--- config.mk ---
export PLATFORM = sky130hd
export DESIGN_NAME = pps_disciplined_timestamp_keeper_flat
export DESIGN_NICKNAME = d
export VERILOG_FILES = /design/src/sv/pdtk_pkg.sv /design/src/sv/pdtk_if.sv /design/src/sv/pdtk_cfg_regs.sv /design/src/sv/pdtk_core.sv /design/src/sv/pps_disciplined_timestamp_keeper.sv /design/src/flat_wrapper.sv
export SDC_FILE = /design/constraint.sdc
export NUM_CORES = 1
export LEC_CHECK = 0
export ABC_AREA = 1
export CAP_MARGIN = 20
export CORE_UTILIZATION = 30
export CTS_BUF_LIST = sky130_fd_sc_hd__clkbuf_16
export DETAILED_ROUTE_END_ITERATION = 12
export DONT_BUFFER_PORTS = 1
export GPL_ROUTABILITY_DRIVEN = 0
export SLEW_MARGIN = 10
export SYNTH_ARGS = -nofsm -noshare
export SYNTH_HDL_FRONTEND = slang
export SYNTH_SLANG_ARGS = --single-unit
export TNS_END_PERCENT = 5
--- constraint.sdc ---
create_clock -name clk -period 9.1 [get_ports clk]
set_input_delay 1.82 -clock clk [delete_from_list [all_inputs] [get_ports clk]]
set_output_delay 1.82 -clock clk [all_outputs]
set_load 0.05 [all_outputs]
--- src/sv/pdtk_pkg.sv ---
// Package: shared types and constants for the PPS disciplined timestamp keeper.
`default_nettype none
package pdtk_pkg;
	localparam int unsigned KIND_W = 3;
	localparam int unsigned UNIX_W = 48;
	localparam int unsigned SYS_W = 32;
	localparam int unsigned LOCAL_W = 32;
	localparam int unsigned SRC_W = 2;
	localparam int unsigned CFG_IDX_W = 1;
	localparam int unsigned CFG_DATA_W = 48;

	localparam logic [KIND_W-1:0] KIND_TICK  = 3'd0;
	localparam logic [KIND_W-1:0] KIND_PPS   = 3'd1;
	localparam logic [KIND_W-1:0] KIND_GPS   = 3'd2;
	localparam logic [KIND_W-1:0] KIND_SYNC  = 3'd3;
	localparam logic [KIND_W-1:0] KIND_QUERY = 3'd4;

	localparam logic [SRC_W-1:0] SRC_LOCAL   = 2'd0;
	localparam logic [SRC_W-1:0] SRC_GPS     = 2'd1;
	localparam logic [SRC_W-1:0] SRC_NETWORK = 2'd2;

	localparam logic [CFG_IDX_W-1:0] REG_NTP_ENABLE = 1'd0;
	localparam logic [CFG_IDX_W-1:0] REG_MIN_VALID  = 1'd1;

	localparam logic [LOCAL_W-1:0] PPS_MIN_GAP   = 32'd900;
	localparam logic [LOCAL_W-1:0] PPS_MAX_GAP   = 32'd1100;
	localparam logic [UNIX_W-1:0]  MS_PER_S      = 48'd1000;
	localparam logic [SYS_W-1:0]   SYS_PLAUSIBLE = 32'd100000;
	localparam logic [UNIX_W-1:0]  MIN_VALID_RESET = 48'd1763651027000;

	typedef struct packed {
		logic [KIND_W-1:0] kind;
		logic [UNIX_W-1:0] unix_ms;
		logic [SYS_W-1:0]  system_seconds;
	} item_t;

	typedef struct packed {
		logic [UNIX_W-1:0] timestamp_ms;
		logic [SRC_W-1:0]  time_source;
		logic              synced;
		logic              accepted;
	} result_t;

	typedef struct packed {
		logic              ntp_enable;
		logic [UNIX_W-1:0] valid_floor_ms;
	} cfg_t;
endpackage
`default_nettype wire

--- src/sv/pdtk_if.sv ---
// Interfaces: item, result and configuration write channels.
`default_nettype none
interface pdtk_item_if;
	logic                       valid;
	logic                       ready;
	logic [pdtk_pkg::KIND_W-1:0] kind;
	logic [pdtk_pkg::UNIX_W-1:0] unix_ms;
	logic [pdtk_pkg::SYS_W-1:0]  system_seconds;
	modport source (output valid, output kind, output unix_ms, output system_seconds,
		input ready);
	modport sink (input valid, input kind, input unix_ms, input system_seconds,
		output ready);
endinterface

interface pdtk_result_if;
	logic                       valid;
	logic                       ready;
	logic [pdtk_pkg::UNIX_W-1:0] timestamp_ms;
	logic [pdtk_pkg::SRC_W-1:0]  time_source;
	logic                       synced;
	logic                       accepted;
	modport source (output valid, output timestamp_ms, output time_source, output synced,
		output accepted, input ready);
	modport sink (input valid, input timestamp_ms, input time_source, input synced,
		input accepted, output ready);
endinterface

interface pdtk_cfg_if;
	logic                           valid;
	logic                           ready;
	logic [pdtk_pkg::CFG_IDX_W-1:0]  index;
	logic [pdtk_pkg::CFG_DATA_W-1:0] data;
	modport source (output valid, output index, output data, input ready);
	modport sink (input valid, input index, input data, output ready);
endinterface
`default_nettype wire

--- src/sv/pdtk_cfg_regs.sv ---
// Configuration registers: NTP fallback enable and minimum valid Unix time.
`default_nettype none
module pdtk_cfg_regs (
	input  wire logic        clk,
	input  wire logic        arst_n,
	pdtk_cfg_if.sink         cfg,
	output pdtk_pkg::cfg_t   cfg_regs
);
	import pdtk_pkg::*;

	logic              ntp_enable_q;
	logic [UNIX_W-1:0] min_valid_q;

	assign cfg.ready = 1'b1;

	always_ff @(posedge clk or negedge arst_n) begin
		if (!arst_n) begin
			ntp_enable_q <= 1'b0;
			min_valid_q  <= MIN_VALID_RESET;
		end else if (cfg.valid) begin
			unique case (cfg.index)
				REG_NTP_ENABLE: ntp_enable_q <= cfg.data[0];
				REG_MIN_VALID:  min_valid_q  <= cfg.data[UNIX_W-1:0];
				default: ;
			endcase
		end
	end

	assign cfg_regs.ntp_enable     = ntp_enable_q;
	assign cfg_regs.valid_floor_ms = min_valid_q;
endmodule
`default_nettype wire

--- src/sv/pdtk_core.sv ---
// Time keeping core: state registers and a combinational update per item.
`default_nettype none
module pdtk_core (
	input  wire logic             clk,
	input  wire logic             arst_n,
	input  wire logic             fire,
	input  wire pdtk_pkg::item_t  item,
	input  wire pdtk_pkg::cfg_t   cfg_regs,
	output pdtk_pkg::result_t     result
);
	import pdtk_pkg::*;

	logic [LOCAL_W-1:0] local_q, base_local_q, last_pps_q;
	logic [UNIX_W-1:0]  base_unix_q;
	logic               base_valid_q;
	logic [SRC_W-1:0]   source_q;

	logic [LOCAL_W-1:0] local_d, base_local_d, last_pps_d;
	logic [UNIX_W-1:0]  base_unix_d;
	logic               base_valid_d;
	logic [SRC_W-1:0]   source_d;

	logic               usable;
	logic [LOCAL_W-1:0] base_gap, pps_gap;
	logic [UNIX_W-1:0]  sys_ext, net_ms, ts;
	logic               sys_plausible, acc;

	assign usable        = base_valid_q && (base_unix_q >= cfg_regs.valid_floor_ms);
	assign base_gap      = local_q - base_local_q;
	assign pps_gap       = local_q - last_pps_q;
	assign sys_ext       = {{(UNIX_W-SYS_W){1'b0}}, item.system_seconds};
	assign net_ms        = (sys_ext << 10) - (sys_ext << 4) - (sys_ext << 3);
	assign sys_plausible = item.system_seconds > SYS_PLAUSIBLE;

	always_comb begin
		local_d      = local_q;
		base_local_d = base_local_q;
		last_pps_d   = last_pps_q;
		base_unix_d  = base_unix_q;
		base_valid_d = base_valid_q;
		source_d     = source_q;
		ts           = '0;
		acc          = 1'b0;
		case (item.kind)
			KIND_TICK: begin
				local_d = local_q + 1'b1;
			end
			KIND_PPS: begin
				last_pps_d = local_q;
				if (usable && base_gap > PPS_MIN_GAP && base_gap < PPS_MAX_GAP) begin
					base_unix_d  = base_unix_q + MS_PER_S;
					base_local_d = local_q;
				end
			end
			KIND_GPS: begin
				if (item.unix_ms != '0 && item.unix_ms >= cfg_regs.valid_floor_ms) begin
					base_unix_d  = item.unix_ms;
					base_local_d = (pps_gap < PPS_MIN_GAP) ? last_pps_q : local_q;
					base_valid_d = 1'b1;
					source_d     = SRC_GPS;
					acc          = 1'b1;
				end
			end
			KIND_SYNC: begin
				if (item.unix_ms >= cfg_regs.valid_floor_ms) begin
					base_unix_d  = item.unix_ms;
					base_local_d = local_q;
					base_valid_d = 1'b1;
					source_d     = SRC_NETWORK;
					acc          = 1'b1;
				end
			end
			KIND_QUERY: begin
				if (usable) begin
					ts = base_unix_q + {{(UNIX_W-LOCAL_W){1'b0}}, base_gap};
				end else if (cfg_regs.ntp_enable && sys_plausible) begin
					if (!base_valid_q && net_ms >= cfg_regs.valid_floor_ms) begin
						base_unix_d  = net_ms;
						base_local_d = local_q;
						base_valid_d = 1'b1;
						acc          = 1'b1;
					end
					source_d = SRC_NETWORK;
					ts       = net_ms;
				end else begin
					source_d = SRC_LOCAL;
					ts       = {{(UNIX_W-LOCAL_W){1'b0}}, local_q};
				end
			end
			default: ;
		endcase
	end

	always_ff @(posedge clk or negedge arst_n) begin
		if (!arst_n) begin
			local_q      <= '0;
			base_local_q <= '0;
			last_pps_q   <= '0;
			base_unix_q  <= '0;
			base_valid_q <= 1'b0;
			source_q     <= SRC_LOCAL;
		end else if (fire) begin
			local_q      <= local_d;
			base_local_q <= base_local_d;
			last_pps_q   <= last_pps_d;
			base_unix_q  <= base_unix_d;
			base_valid_q <= base_valid_d;
			source_q     <= source_d;
		end
	end

	assign result.timestamp_ms = ts;
	assign result.time_source  = source_d;
	assign result.synced       = (base_valid_d &&
		(base_unix_d >= cfg_regs.valid_floor_ms)) || sys_plausible;
	assign result.accepted     = acc;

`ifndef ASSERT_OFF
	a_tick_advance: assert property (@(posedge clk) disable iff (!arst_n)
		fire && item.kind == KIND_TICK |=> local_q == $past(local_q) + 1'b1)
		else $error("tick did not advance local count");
	a_valid_sticky: assert property (@(posedge clk) disable iff (!arst_n)
		base_valid_q |=> base_valid_q)
		else $error("base valid flag dropped");
	a_accept_sets_base: assert property (@(posedge clk) disable iff (!arst_n)
		fire && result.accepted |=> base_valid_q && source_q != SRC_LOCAL)
		else $error("accepted transaction did not install a base");
`endif
endmodule
`default_nettype wire

--- src/sv/pps_disciplined_timestamp_keeper.sv ---
// Top level: input register, time keeping core and result register.
// Path: an input transaction passes the input register and then the result register to result valid.
// Throughput: one item per cycle while result.ready is high; the combinational core update sets this rate.
// While a result waits, hold one item in the input register and stall the input.
// Reset (arst_n low) clears all time state and valid flags and restores configuration defaults.
`default_nettype none
module pps_disciplined_timestamp_keeper (
	input  wire logic     clk,
	input  wire logic     arst_n,
	pdtk_item_if.sink     item,
	pdtk_result_if.source result,
	pdtk_cfg_if.sink      cfg
);
	import pdtk_pkg::*;

	item_t   item_s1;
	logic    valid_s1;
	result_t res_q;
	logic    res_valid_q;
	result_t res_d;
	cfg_t    cfg_regs;
	logic    advance;

	assign advance    = valid_s1 && (!res_valid_q || result.ready);
	assign item.ready = !valid_s1 || advance;

	pdtk_cfg_regs u_cfg (
		.clk      (clk),
		.arst_n   (arst_n),
		.cfg      (cfg),
		.cfg_regs (cfg_regs)
	);

	pdtk_core u_core (
		.clk      (clk),
		.arst_n   (arst_n),
		.fire     (advance),
		.item     (item_s1),
		.cfg_regs (cfg_regs),
		.result   (res_d)
	);

	always_ff @(posedge clk or negedge arst_n) begin
		if (!arst_n) begin
			valid_s1 <= 1'b0;
		end else if (item.ready) begin
			valid_s1 <= item.valid;
		end
	end

	always_ff @(posedge clk) begin
		if (item.valid && item.ready) begin
			item_s1.kind           <= item.kind;
			item_s1.unix_ms        <= item.unix_ms;
			item_s1.system_seconds <= item.system_seconds;
		end
	end

	always_ff @(posedge clk or negedge arst_n) begin
		if (!arst_n) begin
			res_valid_q <= 1'b0;
		end else if (advance) begin
			res_valid_q <= 1'b1;
		end else if (result.ready) begin
			res_valid_q <= 1'b0;
		end
	end

	always_ff @(posedge clk) begin
		if (advance) begin
			res_q <= res_d;
		end
	end

	assign result.valid        = res_valid_q;
	assign result.timestamp_ms = res_q.timestamp_ms;
	assign result.time_source  = res_q.time_source;
	assign result.synced       = res_q.synced;
	assign result.accepted     = res_q.accepted;

`ifndef ASSERT_OFF
	a_s1_hold: assert property (@(posedge clk) disable iff (!arst_n)
		valid_s1 && !advance |=> valid_s1 && $stable(item_s1))
		else $error("stalled input stage lost its item");
	a_advance_loads: assert property (@(posedge clk) disable iff (!arst_n)
		advance |=> res_valid_q)
		else $error("result register not loaded on advance");
	a_accept_source: assert property (@(posedge clk) disable iff (!arst_n)
		res_valid_q && res_q.accepted |-> res_q.time_source != SRC_LOCAL)
		else $error("accepted result reports local source");
`endif
endmodule
`default_nettype wire
--- src/flat_wrapper.sv ---
// flat-port wrapper written by rule: the top's interface ports become plain ports
module pps_disciplined_timestamp_keeper_flat import pdtk_pkg::*;
  (clk, arst_n, item_valid, item_kind, item_unix_ms, item_system_seconds, item_ready, result_valid, result_timestamp_ms, result_time_source, result_synced, result_accepted, result_ready, cfg_valid, cfg_index, cfg_data, cfg_ready);
  pdtk_item_if item_i ();
  pdtk_result_if result_i ();
  pdtk_cfg_if cfg_i ();
  input  wire logic clk;
  input  wire logic arst_n;
  input wire logic [$bits(item_i.valid)-1:0] item_valid;
  input wire logic [$bits(item_i.kind)-1:0] item_kind;
  input wire logic [$bits(item_i.unix_ms)-1:0] item_unix_ms;
  input wire logic [$bits(item_i.system_seconds)-1:0] item_system_seconds;
  output wire logic [$bits(item_i.ready)-1:0] item_ready;
  output wire logic [$bits(result_i.valid)-1:0] result_valid;
  output wire logic [$bits(result_i.timestamp_ms)-1:0] result_timestamp_ms;
  output wire logic [$bits(result_i.time_source)-1:0] result_time_source;
  output wire logic [$bits(result_i.synced)-1:0] result_synced;
  output wire logic [$bits(result_i.accepted)-1:0] result_accepted;
  input wire logic [$bits(result_i.ready)-1:0] result_ready;
  input wire logic [$bits(cfg_i.valid)-1:0] cfg_valid;
  input wire logic [$bits(cfg_i.index)-1:0] cfg_index;
  input wire logic [$bits(cfg_i.data)-1:0] cfg_data;
  output wire logic [$bits(cfg_i.ready)-1:0] cfg_ready;
  assign item_i.valid = item_valid;
  assign item_i.kind = item_kind;
  assign item_i.unix_ms = item_unix_ms;
  assign item_i.system_seconds = item_system_seconds;
  assign item_ready = item_i.ready;
  assign result_valid = result_i.valid;
  assign result_timestamp_ms = result_i.timestamp_ms;
  assign result_time_source = result_i.time_source;
  assign result_synced = result_i.synced;
  assign result_accepted = result_i.accepted;
  assign result_i.ready = result_ready;
  assign cfg_i.valid = cfg_valid;
  assign cfg_i.index = cfg_index;
  assign cfg_i.data = cfg_data;
  assign cfg_ready = cfg_i.ready;
  pps_disciplined_timestamp_keeper u_core (.clk(clk), .arst_n(arst_n), .item(item_i), .result(result_i), .cfg(cfg_i));
endmodule
==> flow_summary.toml <==
[status]
status = "complete, no violations"

[die]
core_um2 = 109000
rows = 121
start_util_pct = 30.2
io_pins = 192
die_w_um = 333
fp.dieArea_um2 = 111000
fp.dieH_um = 333

[critical_path]
crit_buf_inv = 5
regToRegSetupSlack_ns = 0.68
worstPathMaxFanout = 15
reg2reg_from = "u_core.item_s1[0]"
crit_type = "flop to flop"
worstPathArrival_ns = 8.77
start_kind = "flop"
crit_cells = 48
required_ns = 9.45
crit_slowest_cell = "edfxtp_1"
regToRegEndpoint = "u_core.result.synced"
r2r_cells = 48
cpMostUsedCell = "nand2_1"
crit_start = "u_core.item_s1[0]"
end_kind = "flop"
crit_path_end = "u_core.result.synced"
cp_top_family = "simple AND/OR/NAND/NOR gates"
crit_path_max_incr_delay_ns = 0.48

[synthesis]
synth_area_leaders = "nand2_1 18%, dfrtp_1 14%, ha_1 13%, edfxtp_1 12%, inv_1 8.4%"
synthTopCellsByCount = "1579 x nand2_1, 736 x inv_1, 436 x nor2_1"
synthesis.area_um2 = 32900
ys_seq_area_share_pct = 27.4
yosys_warnings = 0
yosys.cell_count.top_type = "nand2_1"
synth_top_area_share_pct = 18.0
syn_inst = 5043
ys_types = 58
synth_nets = 5525
synth-edff-count = 135
ys_ff_latch = 333
synth_area_per_cell_um2 = 6.53
synth-main-ff-cell = "dfrtp_1"
synth_top_area_cell = "nand2_1"
async_flop_share_pct = 59.5

[global_route]
grt_pass1_vias = 31300
antenna_found_initial = 1
grt_max_degree = 199
gr-total-overflow = 0
grt_usage_pct = 20.9
grt_pass1_wl_um = 181000

[sta]
tightest_slew_ns = 1.05
fin_skew_ns = 0.0412
period_minus_slack_ns = 8.42
setup_viol = 0
period_share_pct = 92.5
clock.fmax_mhz = 119
grt_setup_unrepaired = "false"
max-slew-margin-rel_pct = 30.2
drv_slew = 0
holdWs_ns = 0.479
finalSetupTns_ns = 0
finalHoldViolations = 0

[worst_hold_path]
hp-class = "flop to flop"

[power]
power.total_mw = 10.4
p_sw_mw = 5.51
clkPwrFrac_pct = 16.6
ir_drop_mv = 0.153
power_leakage_nw = 18.4
p_seq_share_pct = 23.2
intPower_mw = 4.92
switching_share_pct = 52.8
power_frac_comb_pct = 60.1
p_per_area_nw_per_um2 = 290

[clocking]
cts_sinks = 333
cts-hold-fix-buffers = 0
path_clk_slew_ns = 0.07
insertion_delay_ns = 0.62
cts_tree = "built"
clock_path_buffers = 3
root_buffer = "clkbuf_16"
numCtsBuffers = 41
htreeDepth = 2

[routing]
viasPerCell = 5.16
routed_wl_um = 119000
num_vias = 33300
drt_iter0_drc = 3095
drt_pass1_iterations = 8
wl_per_cell_um = 18.4
drcViolationCount = 0
postRouteAntennaNets = 0

[finish]
drive_above_1_share_pct = 3.45
fin_cells = 6458
final_nets = 5492
areaGrowthSynthToFinish_pct = 9.24

[placed_design]
hpwlAfterDp_um = 95900
numPortBuffers = 0
dpl.cell_count = 6381

[job]
max-cap-violations = 0
logic make-up after synthesis:
kind of cell | count (synthesis) | share of synthesized area, %
AO/OA/AOI/OAI | 818 | 13.8
XOR/XNOR | 133 | 3.54
adder cells (fa/ha/maj) | 345 | 13.2
buffers and inverters | 859 | 9.94
flip-flops | 333 | 27.4
multiplexers | 1 | 0.0342
other | 1 | 0.0114
AND/OR/NAND/NOR | 2553 | 32.1
layer usage:
metal  routed length, um  up-vias  track usage (%)
li1                    -    16500                -
met1               50900    15200             27.5
met2               53200     1376             34.1
met3                9360      235             3.12
met4                5060        0             8.34
met5                   0        -                0
state kept, by name, indices dropped and copies added, names as in the netlist, 2 cells and up:
register / flops
u_core.result.time_source: 2
u_core.u_core.source_q: 2
u_core.u_core.base_local_q: 32
u_core.u_core.base_unix_q: 48
u_core.u_core.local_q: 32
u_core.result.timestamp_ms: 48
u_core.item_s1: 83
u_core.u_core.last_pps_q: 32
u_core.u_cfg.min_valid_q: 48
cells in the final DEF (no fill, tap or decap), drive strengths merged, types with 7 or more instances in the layout:
cell type / instances
clkinv: 16
ha: 343
clkbuf: 44
a22oi: 51
o21a: 9
o21ai: 245
a21o: 8
dfstp: 16
nand2: 1586
xnor2: 47
o211ai: 9
xor2: 86
and2: 7
buf: 36
nand3b: 15
nand3: 299
nor3: 67
nor2: 445
inv: 753
o22ai: 7
a211oi: 8
a31oi: 46
a21oi: 386
a21boi: 7
edfxtp: 135
dfrtp: 182
o21bai: 19
nor4: 27
nand4: 96
cell type report:
type / count / area [um^2]
sequential: 333 / 9030
clock buffer: 44 / 1100
timing repair buffer: 36 / 270
antenna: 1 / 2.50
inverter: 747 / 2810
fill: 11800 / 72900
clock inverter: 32 / 302
multi-input combinational: 3851 / 20700
tap: 1414 / 1770
power by group through the flow:
stage               combinational, mW  clock (mW)  sequential [mW]
floorplan                        4.54           0             2.23
global route                     7.06        1.82             2.46
global placement                 6.04           0             2.43
CTS                              6.15        1.78             2.41
finish                           6.27        1.74             2.42
detailed placement               6.12           0             2.43
stage by stage:
stage / setup slack (ns) / area (um^2) / utilization (%)
floorplan: 2.26 / 32900 / -
global placement: 0.590 / 34500 / 31.7
detailed placement: 0.502 / 34500 / 31.7
CTS: 0.457 / 35900 / 33.0
global route: 0.00366 / 36000 / 33.0
finish: 0.679 / 36000 / 33.0
tightest hold or removal path: cells and delay by family (launching register included):
family / cells / cell delay (ns)
AND/OR/NAND/NOR: 2 / 0.11
flip-flops: 1 / 0.34
worst min-delay path by stage:
stage / start / endpoint / slack (ns) / depth (start not counted)
6_report: u_core.u_core.base_local_q[29] / u_core.u_core.base_local_q[29] / 0.48 / 2
5_1_grt: u_core.u_core.base_local_q[5] / u_core.u_core.base_local_q[5] / 0.50 / 2
4_1_cts: u_core.u_core.base_local_q[29] / u_core.u_core.base_local_q[29] / 0.48 / 2
3_5_place_dp: u_core.u_core.base_local_q[6] / u_core.u_core.base_local_q[6] / 0.47 / 2
3_3_place_gp: u_core.u_core.base_local_q[30] / u_core.u_core.base_local_q[30] / 0.47 / 2
2_1_floorplan: u_core.valid_s1 / u_core.result.valid / 0.45 / 2
repair_timing:
action | 4_1_cts | 5_1_grt
resized for setup | 0 | 4
endpoints found under the setup margin | 0 | 1
setup buffers | 0 | 0
No activity file was read; power rests on OpenSTA's default activity.
